## src/rtl/mrdc_pkg.sv

```systemverilog
package mrdc_pkg;

	localparam logic [6:0] FULL_SPEED      = 7'd100;
	localparam logic [6:0] RAMP_STEP_RESET = 7'd5;

	localparam int CFG_INDEX_W = 1;
	localparam int CFG_DATA_W  = 7;

	localparam logic [CFG_INDEX_W-1:0] CFG_RAMP_UP   = 1'b0;
	localparam logic [CFG_INDEX_W-1:0] CFG_RAMP_DOWN = 1'b1;

	localparam logic [2:0] DIR_STOP    = 3'd0;
	localparam logic [2:0] DIR_FORWARD = 3'd1;
	localparam logic [2:0] DIR_REVERSE = 3'd2;
	localparam logic [2:0] DIR_LEFT    = 3'd3;
	localparam logic [2:0] DIR_RIGHT   = 3'd4;

	localparam logic [3:0] BRIDGE_STOP    = 4'b0000;
	localparam logic [3:0] BRIDGE_FORWARD = 4'b1010;
	localparam logic [3:0] BRIDGE_REVERSE = 4'b0101;
	localparam logic [3:0] BRIDGE_LEFT    = 4'b0110;
	localparam logic [3:0] BRIDGE_RIGHT   = 4'b1001;

	typedef enum logic [2:0] {
		OP_CONTROL_TICK = 3'd0,
		OP_SET_TARGET   = 3'd1,
		OP_GO           = 3'd2,
		OP_TIMER_TICK   = 3'd3,
		OP_FAULT        = 3'd4
	} op_t;

	typedef struct packed {
		logic [2:0]  operation;
		logic [7:0]  speed_value;
		logic [2:0]  direction_value;
		logic [15:0] run_ticks;
	} in_item_t;

	typedef struct packed {
		logic [6:0] speed;
		logic [6:0] pwm_off_percent;
		logic [2:0] direction;
		logic [3:0] bridge_pattern;
		logic       running;
		logic       ramp_busy;
		logic       run_timer_active;
		logic       fault_seen;
	} out_item_t;

	typedef struct packed {
		logic [6:0]  speed_now;
		logic [6:0]  speed_target;
		logic [2:0]  direction_now;
		logic [2:0]  direction_target;
		logic [3:0]  bridge_bits;
		logic        running_flag;
		logic        active_flag;
		logic        timer_on;
		logic [15:0] tick_count;
		logic [15:0] run_length;
		logic        fault_latch;
	} ctl_state_t;

	function automatic logic [6:0] clamp_speed(input logic [7:0] v);
		return (v > {1'b0, FULL_SPEED}) ? FULL_SPEED : v[6:0];
	endfunction

	function automatic logic [2:0] norm_dir(input logic [2:0] d);
		return (d > DIR_RIGHT) ? DIR_STOP : d;
	endfunction

	function automatic logic [3:0] bridge_for(input logic [2:0] d);
		logic [3:0] b;
		case (d)
			DIR_FORWARD: b = BRIDGE_FORWARD;
			DIR_REVERSE: b = BRIDGE_REVERSE;
			DIR_LEFT:    b = BRIDGE_LEFT;
			DIR_RIGHT:   b = BRIDGE_RIGHT;
			default:     b = BRIDGE_STOP;
		endcase
		return b;
	endfunction

endpackage

```

## src/rtl/mrdc_next.sv

```systemverilog
module mrdc_next (
	input  mrdc_pkg::ctl_state_t st,
	input  mrdc_pkg::in_item_t   item,
	input  logic [6:0]           up_step,
	input  logic [6:0]           down_step,
	output mrdc_pkg::ctl_state_t nxt,
	output mrdc_pkg::out_item_t  result
);

	logic [7:0]  up_sum;
	logic [6:0]  down_val;
	logic [6:0]  ramp;
	logic        ramp_up;
	logic [15:0] tick_inc;
	logic [2:0]  go_dir;

	always_comb begin
		nxt      = st;
		up_sum   = {1'b0, st.speed_now} + {1'b0, up_step};
		down_val = (st.speed_now < down_step) ? 7'd0 : (st.speed_now - down_step);
		ramp_up  = st.speed_target > st.speed_now;
		tick_inc = st.tick_count + 16'd1;
		go_dir   = mrdc_pkg::norm_dir(item.direction_value);
		if (ramp_up) begin
			ramp = (up_sum > {1'b0, st.speed_target}) ? st.speed_target : up_sum[6:0];
		end else begin
			ramp = (down_val < st.speed_target) ? st.speed_target : down_val;
		end

		case (item.operation)
			mrdc_pkg::OP_CONTROL_TICK: begin
				if (st.direction_now == st.direction_target &&
					st.speed_now == st.speed_target) begin
					nxt.active_flag = 1'b0;
				end else begin
					nxt.active_flag = 1'b1;
					nxt.speed_now   = ramp;
					if (!ramp_up && ramp == 7'd0) begin
						nxt.direction_now = mrdc_pkg::DIR_STOP;
						nxt.bridge_bits   = mrdc_pkg::BRIDGE_STOP;
						nxt.running_flag  = 1'b0;
					end
					if (nxt.direction_now == mrdc_pkg::DIR_STOP) begin
						nxt.direction_now = st.direction_target;
						nxt.bridge_bits   = mrdc_pkg::bridge_for(st.direction_target);
						if (st.direction_target == mrdc_pkg::DIR_STOP) begin
							nxt.speed_now    = 7'd0;
							nxt.running_flag = 1'b0;
						end else begin
							nxt.running_flag = 1'b1;
						end
					end else if (nxt.direction_now != st.direction_target) begin
						nxt.speed_target = 7'd0;
					end
				end
			end
			mrdc_pkg::OP_SET_TARGET: begin
				nxt.speed_target     = mrdc_pkg::clamp_speed(item.speed_value);
				nxt.direction_target = go_dir;
			end
			mrdc_pkg::OP_GO: begin
				nxt.direction_now = go_dir;
				nxt.bridge_bits   = mrdc_pkg::bridge_for(go_dir);
				if (go_dir == mrdc_pkg::DIR_STOP) begin
					nxt.speed_now    = 7'd0;
					nxt.running_flag = 1'b0;
				end else begin
					nxt.speed_now    = mrdc_pkg::clamp_speed(item.speed_value);
					nxt.running_flag = 1'b1;
				end
				nxt.run_length = item.run_ticks;
				nxt.tick_count = 16'd0;
				nxt.timer_on   = item.run_ticks != 16'd0;
			end
			mrdc_pkg::OP_TIMER_TICK: begin
				if (st.timer_on) begin
					if (tick_inc == st.run_length) begin
						nxt.tick_count    = 16'd0;
						nxt.timer_on      = 1'b0;
						nxt.speed_now     = 7'd0;
						nxt.direction_now = mrdc_pkg::DIR_STOP;
						nxt.bridge_bits   = mrdc_pkg::BRIDGE_STOP;
						nxt.running_flag  = 1'b0;
					end else begin
						nxt.tick_count = tick_inc;
					end
				end
			end
			mrdc_pkg::OP_FAULT: begin
				nxt.speed_now     = 7'd0;
				nxt.direction_now = mrdc_pkg::DIR_STOP;
				nxt.bridge_bits   = mrdc_pkg::BRIDGE_STOP;
				nxt.running_flag  = 1'b0;
				nxt.fault_latch   = 1'b1;
			end
			default: begin
				nxt = st;
			end
		endcase
	end

	always_comb begin
		result.speed            = nxt.speed_now;
		result.pwm_off_percent  = mrdc_pkg::FULL_SPEED - nxt.speed_now;
		result.direction        = nxt.direction_now;
		result.bridge_pattern   = nxt.bridge_bits;
		result.running          = nxt.running_flag;
		result.ramp_busy        = nxt.active_flag;
		result.run_timer_active = nxt.timer_on;
		result.fault_seen       = nxt.fault_latch;
	end

endmodule

```

## src/rtl/motor_ramp_direction_controller.sv

```systemverilog
// Motor speed ramp and direction controller.
// Each transaction is held in the input register and its result in the output register.
// Throughput: one transaction per cycle unless out_stall holds back a waiting result; the input
// register, one pass of next-state logic and the output register set that rate.
// Reset: arst_n clears all motor state and empties both pipeline stages; ramp steps return to 5.
module motor_ramp_direction_controller (
	input  logic                                 clk,
	input  logic                                 arst_n,
	input  logic                                 in_valid,
	output logic                                 in_stall,
	input  mrdc_pkg::in_item_t                   in_data,
	output logic                                 out_valid,
	input  logic                                 out_stall,
	output mrdc_pkg::out_item_t                  out_data,
	input  logic                                 cfg_we,
	input  logic [mrdc_pkg::CFG_INDEX_W-1:0]     cfg_index,
	input  logic [mrdc_pkg::CFG_DATA_W-1:0]      cfg_wdata
);

	mrdc_pkg::in_item_t   item_s1;
	logic                 valid_s1;
	mrdc_pkg::ctl_state_t state_q;
	mrdc_pkg::ctl_state_t state_next;
	mrdc_pkg::out_item_t  result;
	mrdc_pkg::out_item_t  out_data_q;
	logic                 out_valid_q;
	logic [6:0]           up_step_q;
	logic [6:0]           down_step_q;
	logic                 out_free;
	logic                 s1_free;
	logic                 advance;

	assign out_free = !out_valid_q || !out_stall;
	assign s1_free  = !valid_s1 || out_free;
	assign advance  = valid_s1 && out_free;
	assign in_stall = !s1_free;

	mrdc_next u_next (
		.st        (state_q),
		.item      (item_s1),
		.up_step   (up_step_q),
		.down_step (down_step_q),
		.nxt       (state_next),
		.result    (result)
	);

	always_ff @(posedge clk or negedge arst_n) begin
		if (!arst_n) begin
			valid_s1    <= 1'b0;
			out_valid_q <= 1'b0;
			state_q     <= '0;
			up_step_q   <= mrdc_pkg::RAMP_STEP_RESET;
			down_step_q <= mrdc_pkg::RAMP_STEP_RESET;
		end else begin
			if (s1_free) begin
				valid_s1 <= in_valid;
			end
			if (out_free) begin
				out_valid_q <= valid_s1;
			end
			if (advance) begin
				state_q <= state_next;
			end
			if (cfg_we) begin
				case (cfg_index)
					mrdc_pkg::CFG_RAMP_UP:   up_step_q   <= cfg_wdata;
					mrdc_pkg::CFG_RAMP_DOWN: down_step_q <= cfg_wdata;
					default: ;
				endcase
			end
		end
	end

	always_ff @(posedge clk) begin
		if (s1_free && in_valid) begin
			item_s1 <= in_data;
		end
		if (advance) begin
			out_data_q <= result;
		end
	end

	assign out_valid = out_valid_q;
	assign out_data  = out_data_q;

endmodule

```

## config.mk

```make
export PLATFORM = sky130hd
export DESIGN_NAME = motor_ramp_direction_controller
export DESIGN_NICKNAME = d
export VERILOG_FILES = /design/src/rtl/mrdc_pkg.sv /design/src/rtl/mrdc_next.sv /design/src/rtl/motor_ramp_direction_controller.sv
export SDC_FILE = /design/constraint.sdc
export NUM_CORES = 1
export LEC_CHECK = 0
export BUFFER_PORTS_ARGS = -buffer_cell sky130_fd_sc_hd__buf_2
export CORE_ASPECT_RATIO = 1.2
export CORE_MARGIN = 2
export CORE_UTILIZATION = 54
export CTS_CLUSTER_DIAMETER = 30
export DETAILED_ROUTE_END_ITERATION = 8
export PLACE_DENSITY = 0.88
export SETUP_SLACK_MARGIN = 0.5
export SLEW_MARGIN = 20
export SYNTH_ARGS = -nofsm -noshare
export SYNTH_HDL_FRONTEND = slang
export SYNTH_SLANG_ARGS = --single-unit
```

## constraint.sdc

```tcl
create_clock -name clk -period 4.6 [get_ports clk]
set_input_delay 0.69 -clock clk [delete_from_list [all_inputs] [get_ports clk]]
set_output_delay 0.69 -clock clk [all_outputs]
set_load 0.05 [all_outputs]
```

Word-level counts from Yosys, hierarchy flattened --
Cells that the tools add are included. Widths: inputs -> output; s select.
Cells by class: add/subtract/negate cells 4, $lt $le $gt $ge 6, eq/ne operators 20, muxes and demuxes 40, bitwise logic cells 1, reduce and logical (&&, ||, !) cells 25
Operators with widths (count):
- $mux 7 | 12
- $mux 17 | 2
- $pmux 17 s2 | 1
- $pmux 4 s4 | 2
- $pmux 7 s4 | 1
- $mux 5 | 5
- $mux 3 | 7
- $pmux 5 s4 | 1
- $eq 3x2->1 const B | 6
- $add 16x1->16 const B | 1
- $eq 16x16->1 | 1
- $mux 16 | 1
- $reduce_bool 16->1 | 1
- $lt 7x7->1 | 2
- $pmux 7 s2 | 1
- $logic_not 3->1 | 4
- $pmux 3 s4 | 1
- $eq 3x1->1 const B | 3
- $eq 3x3->1 const B | 3
- $add 7x7->8 | 1
- $gt 8x7->1 | 1
- $gt 8x7->1 const B | 1
- $reduce_and 2->1 | 4
- $eq 7x7->1 | 1
- 17 further kinds | 33
Word-level totals: bits in registers 131, input bits 43, output and inout port bits 27, word-level logic and storage cells 123

Logic depth before layout (Yosys ltp) --
Gate-level depths: netlist of run 1.
depth after elaboration 16, gate-level depth with buffers 21, mapped depth without buffers 21

By module --
From an unflattened synthesis of run 1, not the netlist that was laid out.
Second synthesis, totals: cells, all modules 828, area total of the unflattened synthesis 8498.2 µm²
Modules (own cells, without submodules):
- motor_ramp_direction_controller | instances 1, cells an instance 220, area an instance 4514.3 µm², sequential area each 3558.4 µm²
- mrdc_next | instances 1, cells an instance 608, area an instance 3983.8 µm², sequential area each 0.0 µm²

Worst setup path before layout of run 1 --
OpenSTA, ideal clock, no wires.
kind register to register, start point reg down_step_q[0], end point reg out_data_q, in the netlist out_data[17], data pin, arrival time 4.447 ns, setup slack -0.105 ns, cell stages (with the launch flop) 21, path buffers 0, cell sequence dfstp_2 -> ha_1 -> inv_1 -> fa_1 -> a211oi_1 -> nor2_1 -> or3_1 -> inv_1 -> ha_1 -> a21oi_1 -> o21ai_0 -> a2111o_1 -> o211a_1 -> nor3_1 -> nor2_1 -> a222oi_1 -> ha_1 -> inv_1 -> o31ai_1 -> a31oi_1 -> xnor2_1
RTL lines:
- start: declaration | line motor_ramp_direction_controller.sv:28 | logic [6:0] down_step_q;
- start signal: assignment | line motor_ramp_direction_controller.sv:53 | down_step_q <= mrdc_pkg::RAMP_STEP_RESET;
- start signal: assignment | line motor_ramp_direction_controller.sv:67 | mrdc_pkg::CFG_RAMP_DOWN: down_step_q <= cfg_wdata;
- end signal: assignment | line motor_ramp_direction_controller.sv:79 | out_data_q <= result;
- end: declaration | line motor_ramp_direction_controller.sv:25 | mrdc_pkg::out_item_t out_data_q;

==> metrics.yaml, run 1 <==
global_route:
  antenna_found_initial: 0
  grtUsageTotal_pct: 27.3
  grt-ovfl-total: 0
  grt_max_degree: 77
  grt_pass1_vias: 6489
  grt_pass1_wl_um: 32300
routing:
  firstDrtPassIters: 6
  drt_iter0_drc: 808
  drc_errors: 0
  wl_per_cell_um: 20.3
  ant_nets: 0
  finalWirelength_um: 21200
  via_per_inst: 6.53
  vias: 6832
worst_setup_path:
  worstPathRequired_ns: 4.78
  cp_top_family: "compound AO/OA/AOI/OAI gates"
  crit_path_end: "out_data[17]"
  path_common_cell: "inv_2"
  critPathSlowestCell: "dfstp_2"
  rrSetupSlack_ns: -0.03
  rr_worst_depth: 20
  worst-setup-path-type: "flop to flop"
  worstPathBufferInverterCount: 3
  path_max_fanout: 6
  timing.rr.start: "down_step_q[0]"
  crit_arrival_ns: 4.82
  rr_endpoint: "out_data[17]"
  crit_path_start_kind: "flop"
  cp_cell_sequence: "ha_4 -> inv_2 -> fa_2 -> a211oi_2 -> nor2_1 -> or3_4 -> inv_2 -> ha_4 -> a21oi_2 -> o21ai_2 -> a2111o_1 -> o211a_4 -> nor3_4 -> nor2_1 -> a222oi_1 -> ha_2 -> inv_2 -> o31ai_4 -> a31oi_2 -> xnor2_1"
  endpoint_kind: "flop"
  critPathLaunch: "down_step_q[0]"
  slowest_delay_ns: 0.56
  cp.depth: 20
synthesis:
  synth-seq-cells: 130
  synth_cell_types: 75
  synth_cells: 747
  synth_warnings: 0
  synth_edf_count: 54
  syn_area_um2: 7650
  synth_fp_nets: 828
  avgSynthCellArea_um2: 10.2
  ys_seq_area_share_pct: 46.1
  async_reset_ff_share_pct: 58.5
  synth-main-ff-cell: "dfrtp_1"
power:
  p_int_mw: 3.30
  p_seq_share_pct: 28.9
  ir_drop_v: 0.000412
  clockPowerShare_pct: 24.2
  swShare_pct: 40.9
  power_mw: 5.59
  leakage_nw: 4.11
  p_per_area_nw_per_um2: 583
  power_frac_comb_pct: 46.9
  switching_power_mw: 2.28
finish:
  syn2layout_area_growth_pct: 25.1
  fillers: 941
  layout-drive-gt1-share_pct: 31.4
  nets: 943
  fin_util_pct: 69.3
  diodes: 0
timing:
  whs_ns: 0.228
  final.setup.worst_slack_ns: -0.0339
  timing.slew.headroom_pct: 51.1
  period_needed_ns: 4.63
  slew_viol_final: 0
  fmax_mhz: 216
  final-hold-violation-count: 0
  rsz0062_at_grt: "true"
  worst_slew_pin_slew_ns: 0.729
  period_share_pct: 101
  fin_skew_ns: 0.00944
  tns_ns: -0.0339
  setup_viol: 1
clocking:
  cts.clk_slew.worst_paths_ns: 0.06
  cts_buffers: 17
  clock_path_buffers: 2
  cts-root-buf: "clkbuf_16"
  hold_buffers: 0
  clock_sinks: 130
  worstSkewPairLatency_ns: 0.44
  cts_tree: "done"
  htree_num_levels: 4
outcome:
  status: "finished, violations left"
  violations: "setup timing"
floorplanning:
  num_rows: 47
  io_pins: 70
  die_w_um: 113
  core-area_um2: 13800
  dieArea_um2: 15100
  die_y_um: 134
  start_util_pct: 55.4
place:
  io_buffers: 69
  place_hpwl_um: 14000
  globalplace.congestion: 1.01
min_path:
  hold_class: "primary input to async pin"
run:
  cap_violations: 0
==> final cells by class <==
type / instances / area (um2) / share of cell area (%)
sequential: 130 / 3530 / 36.8
timing repair buffer: 126 / 822 / 8.58
clock inverter: 14 / 140 / 1.46
tap: 171 / 214 / 2.23
multi-input combinational: 545 / 4280 / 44.6
clock buffer: 18 / 439 / 4.59
inverter: 42 / 158 / 1.65
==> worst register-to-register path, stage by stage, from the launching register on <==
cell and delay, ns:
dfstp_2 0.56, ha_4 0.14, inv_2 0.03, fa_2 0.34, a211oi_2 0.30, nor2_1 0.11, or3_4 0.38, inv_2 0.08
ha_4 0.20, a21oi_2 0.14, o21ai_2 0.08, a2111o_1 0.34, o211a_4 0.32, nor3_4 0.14, nor2_1 0.08, a222oi_1 0.43
ha_2 0.31, inv_2 0.06, o31ai_4 0.07, a31oi_2 0.15, xnor2_1 0.15
==> state kept, by name, summed over array words and instances (netlist names) <==
name and flops:
down_step_q 7, item_s1 30, out_data 24, out_valid 1, state_q 60, up_step_q 7, valid_s1 1
==> power by group through the flow <==
stage,clock network (mW),registers (mW),logic [mW]
after floorplan,0,1.73,1.35
after global placement,0,1.61,1.98
after detailed placement,0,1.62,2.04
after CTS,1.36,1.60,2.32
after global routing,1.42,1.63,2.79
final,1.35,1.61,2.62
==> cells in the final DEF (no fill, tap or decap), drive strengths merged, types with 11 or more instances in the layout <==
cell,instances
a211oi,12
a21o,12
a21oi,40
a31oi,14
and3,12
buf,126
clkbuf,18
dfrtp,72
edfxtp,54
ha,36
inv,51
mux2,34
nand2,51
nand2b,14
nand3,17
nand4,13
nor2,39
nor2b,13
nor3,24
o21ai,50
xnor2,25
xor2,11
==> synthesized netlist by cell type, drive strengths merged (11+ instances only) <==
library cell	number	share of area, %
a211oi	12	1.2
a21o	12	1.2
a21oi	40	2.6
a31oi	14	1.1
and3	12	0.98
clkbuf	21	1.0
dfrtp	72	24
edfxtp	54	21
ha	36	5.9
inv	41	2.0
mux2	34	5.0
nand2	51	2.5
nand2b	14	1.1
nand3	17	1.2
nand4	13	1.3
nor2	39	1.9
nor2b	13	1.1
nor3	24	1.6
o21ai	50	3.3
xnor2	25	2.9
xor2	11	1.3
==> metrics by stage <==
step | instance area, um2 | setup WS (ns) | instances
floorplan | 7760 | 0.165 | 747
global placement | 8370 | 0.126 | 981
detailed placement | 8370 | -0.0164 | 981
CTS | 9330 | 0.131 | 1035
global route | 9580 | -0.245 | 1046
finish | 9580 | -0.0339 | 1046
==> routing by layer <==
metal	GRT usage, %	up-vias	part of all wire, %
met5	0	-	0
met2	44.5	418	48
li1	-	3038	-
met1	33.9	3278	39
met3	7.23	98	9.3
met4	13.2	0	4.4
==> worst min path at each step <==
| stage | start | end | slack [ns] | depth (start not counted) |
|---|---|---|---|---|
| floorplan | arst_n | down_step_q[1] | 0.39 | 0 |
| global placement | state_q[0] | state_q[0] | 0.47 | 1 |
| detailed placement | state_q[0] | state_q[0] | 0.49 | 1 |
| CTS | in_data[4] | item_s1[4] | 0.41 | 1 |
| global route | arst_n | state_q[6] | 0.25 | 1 |
| finish | arst_n | state_q[7] | 0.23 | 1 |
==> kinds of logic after synthesis <==
group,count (synthesis),synth area share [%]
flip-flops,130,46.1
AO/OA/AOI/OAI,219,19.4
XOR/XNOR,36,4.12
AND/OR/NAND/NOR,217,15.1
buffers and inverters,72,3.74
adder cells (fa/ha/maj),38,6.41
multiplexers,35,5.13
==> what timing repair did <==
action                     4_1_cts  5_1_grt
setup endpoints to repair       35       43
gates resized for setup         47       37
setup buffers                   22       10
pin swaps                       31       30
Power figures use the tool's default switching activity.
==> run 2: changes to the inputs <==
- CORE_ASPECT_RATIO: 1.2 -> unset
- CORE_UTILIZATION: 54 -> 45
- PLACE_DENSITY: 0.88 -> 0.75
- clock period: 4.6 -> 5.7 ns (I/O delays scaled with it)
==> run 2 against run 1 <==
Effect of this change:
- the flow now finishes without violations
- count of clock-buffer cells in the layout is 1 higher
- register-to-register slack gained 0.82 ns
- worst setup slack improved by 0.82 ns
- core utilization down 15 points
==> metrics.yaml, run 2 (synthesis gave the netlist of run 1 again) <==
clocking:
  worstSkewPairLatency_ns: 0.42  # -0.02 ns
  cts_tree: "done"
  clock_sinks: 130  # unchanged
  clock_path_buffers: 2  # unchanged
  cts.clk_slew.worst_paths_ns: 0.06  # about the same
  cts_buffers: 17  # unchanged
  htree_num_levels: 4  # unchanged
  cts-root-buf: "clkbuf_16"
worst_setup_path:
  worst-setup-path-type: "flop to flop"
  rrSetupSlack_ns: 0.79  # +0.82 ns
  timing.rr.start: "state_q[53]"
  worstPathBufferInverterCount: 5  # +2
  worstPathRequired_ns: 5.87  # +1.09 ns
  cp_top_family: "compound AO/OA/AOI/OAI gates"
  slowest_delay_ns: 0.44  # -0.12 ns
  critPathSlowestCell: "dfrtp_1"
  path_common_cell: "inv_1"
  cp.depth: 22  # +10%
  crit_path_end: "out_data[17]"
  crit_path_start_kind: "flop"
  endpoint_kind: "flop"
  cp_cell_sequence: "inv_1 -> ha_1 -> inv_1 -> fa_1 -> a211oi_2 -> nor2_1 -> or3_1 -> inv_1 -> ha_1 -> a21oi_1 -> o21ai_0 -> a2111o_1 -> o211a_2 -> nor3_4 -> nor2_1 -> a222oi_1 -> buf_4 -> ha_2 -> inv_1 -> o31ai_1 -> a31oi_1 -> xnor2_1"
  critPathLaunch: "state_q[53]"
  crit_arrival_ns: 5.08  # +0.26 ns
  rr_worst_depth: 22  # +10%
  rr_endpoint: "out_data[17]"
  path_max_fanout: 6  # unchanged
power:
  ir_drop_v: 0.000252  # -39%
  p_per_area_nw_per_um2: 463  # -21%
  leakage_nw: 3.84  # -6.4%
  power_mw: 4.17  # -25%
finish:
  finish.instance_area_um2: 9000  # -6.0%
  syn2layout_area_growth_pct: 17.6
  layout-drive-gt1-share_pct: 21.2  # -10 points
  mostFrequentLayoutCell: "dfrtp_1"
  fillers: 1476  # +57%
  final_cells: 1050  # +0.38%
  final_cell_mix: "dfrtp_1, buf_2, edfxtp_1"
  diodes: 0  # unchanged
  nets: 898  # -4.8%
  fin_util_pct: 54.3  # -15 points
  largest_reg_flops: 60  # unchanged
  regMostFlops: "state_q"
floorplanning:
  die_y_um: 134  # unchanged
  core-area_um2: 16600  # +20%
  die_w_um: 134  # +19%
  dieArea_um2: 18100  # +19%
  io_pins: 70  # unchanged
  start_util_pct: 46.2  # -9.2 points
  num_rows: 47  # unchanged
global_route:
  grt_pass1_wl_um: 30400  # -5.8%
  grt-ovfl-total: 0  # unchanged
  grt_pass1_vias: 5854  # -9.8%
  grtUsageTotal_pct: 21.4  # -5.9 points
  grt_max_degree: 77  # unchanged
  grt_use_met3_pct: 4.76  # -2.5 points
  use_met2_pct: 33.2  # -11 points
  grt_most_used_layer: "met2"
  met1_usage_pct: 30.0  # -3.9 points
  antenna_found_initial: 0  # unchanged
place:
  place_ws_ns: 0.453  # +0.469 ns
  globalplace.congestion: 0.951  # -5.8%
  place_hpwl_um: 13300  # -4.8%
  placed_area_um2: 8190  # -2.2%
  dp_cells: 1011  # +3.1%
  io_buffers: 69  # unchanged
min_path:
  hold_class: "primary input to async pin"
timing:
  setup_viol: 0  # -1
  slew_viol_final: 0  # unchanged
  fin_skew_ns: 0.0108  # +0.00132 ns
  tns_ns: 0  # +0.0339 ns
  timing.slew.headroom_pct: 48.3  # -2.8 points
  period_share_pct: 86.2  # -15 points
  final.setup.worst_slack_ns: 0.789  # +0.823 ns
  period_needed_ns: 4.91  # +0.277 ns
  fmax_mhz: 204  # -5.6%
  whs_ns: 0.481  # +0.253 ns
  final-hold-violation-count: 0  # unchanged
  worst_slew_pin_slew_ns: 0.773  # +0.0437 ns
  rsz0062_at_grt: "true"
routing:
  ant_nets: 0  # unchanged
  via_per_inst: 5.88  # -10%
  vias: 6170  # -9.7%
  drt_iter0_drc: 680  # -16%
  finalWirelength_um: 18700  # -12%
  wl_per_cell_um: 17.8  # -12%
  drc_errors: 0  # unchanged
  firstDrtPassIters: 5  # -1
outcome:
  status: "completed"
run:
  cap_violations: 0  # unchanged
[run 2: cell count changes in the layout (fill, tap and decap cells not counted), moves of 5 or more]
cell	delta
a31oi_1	+5
a21oi_1	+6
inv_1	+6
buf_4	-36
o21ai_0	+12
a21oi_2	-6
inv_2	-6
a31oi_2	-5
o21ai_1	-8
inv_6	-6
buf_6	-8
[run 2: timing repair]
action,4_1_cts,5_1_grt
pin swaps,2,3
hold buffers,0,0
cloned,0,0
resized for setup,2,16
setup endpoints to repair,21,29
setup buffers,2,5
[run 2: how the worst min path moves through the flow]
stage | slack [ns] | startpoint | cells after the start | endpoint
after global routing | 0.52 | down_step_q[6] | 1 | down_step_q[6]
final | 0.48 | arst_n | 1 | state_q[31]
after global placement | 0.47 | valid_s1 | 1 | out_valid
after floorplan | 0.46 | valid_s1 | 1 | out_valid
after detailed placement | 0.49 | state_q[0] | 1 | state_q[0]
after CTS | 0.50 | state_q[0] | 1 | state_q[0]
[run 2: routing by layer]
layer	up-vias	part of all wire [%]
met2	229	45
met1	2950	46
met3	39	6.2
met5	-	0
li1	2952	-
met4	0	2.5
[run 2: area by class of cell]
cell class	instances	area, um2	area share [%]
Clock inverter	13	206	2.29
Tap cell	220	275	3.06
Timing Repair Buffer	81	442	4.91
Clock buffer	19	453	5.03
Inverter	42	158	1.75
Multi-Input combinational cell	545	3940	43.8
Sequential cell	130	3530	39.2
[run 2: power by group]
part           switching, mW  leakage, nW  internal, mW
Combinational          0.997         2.06         0.625
Clock                  0.423        0.311         0.799
Sequential             0.162         1.47          1.16
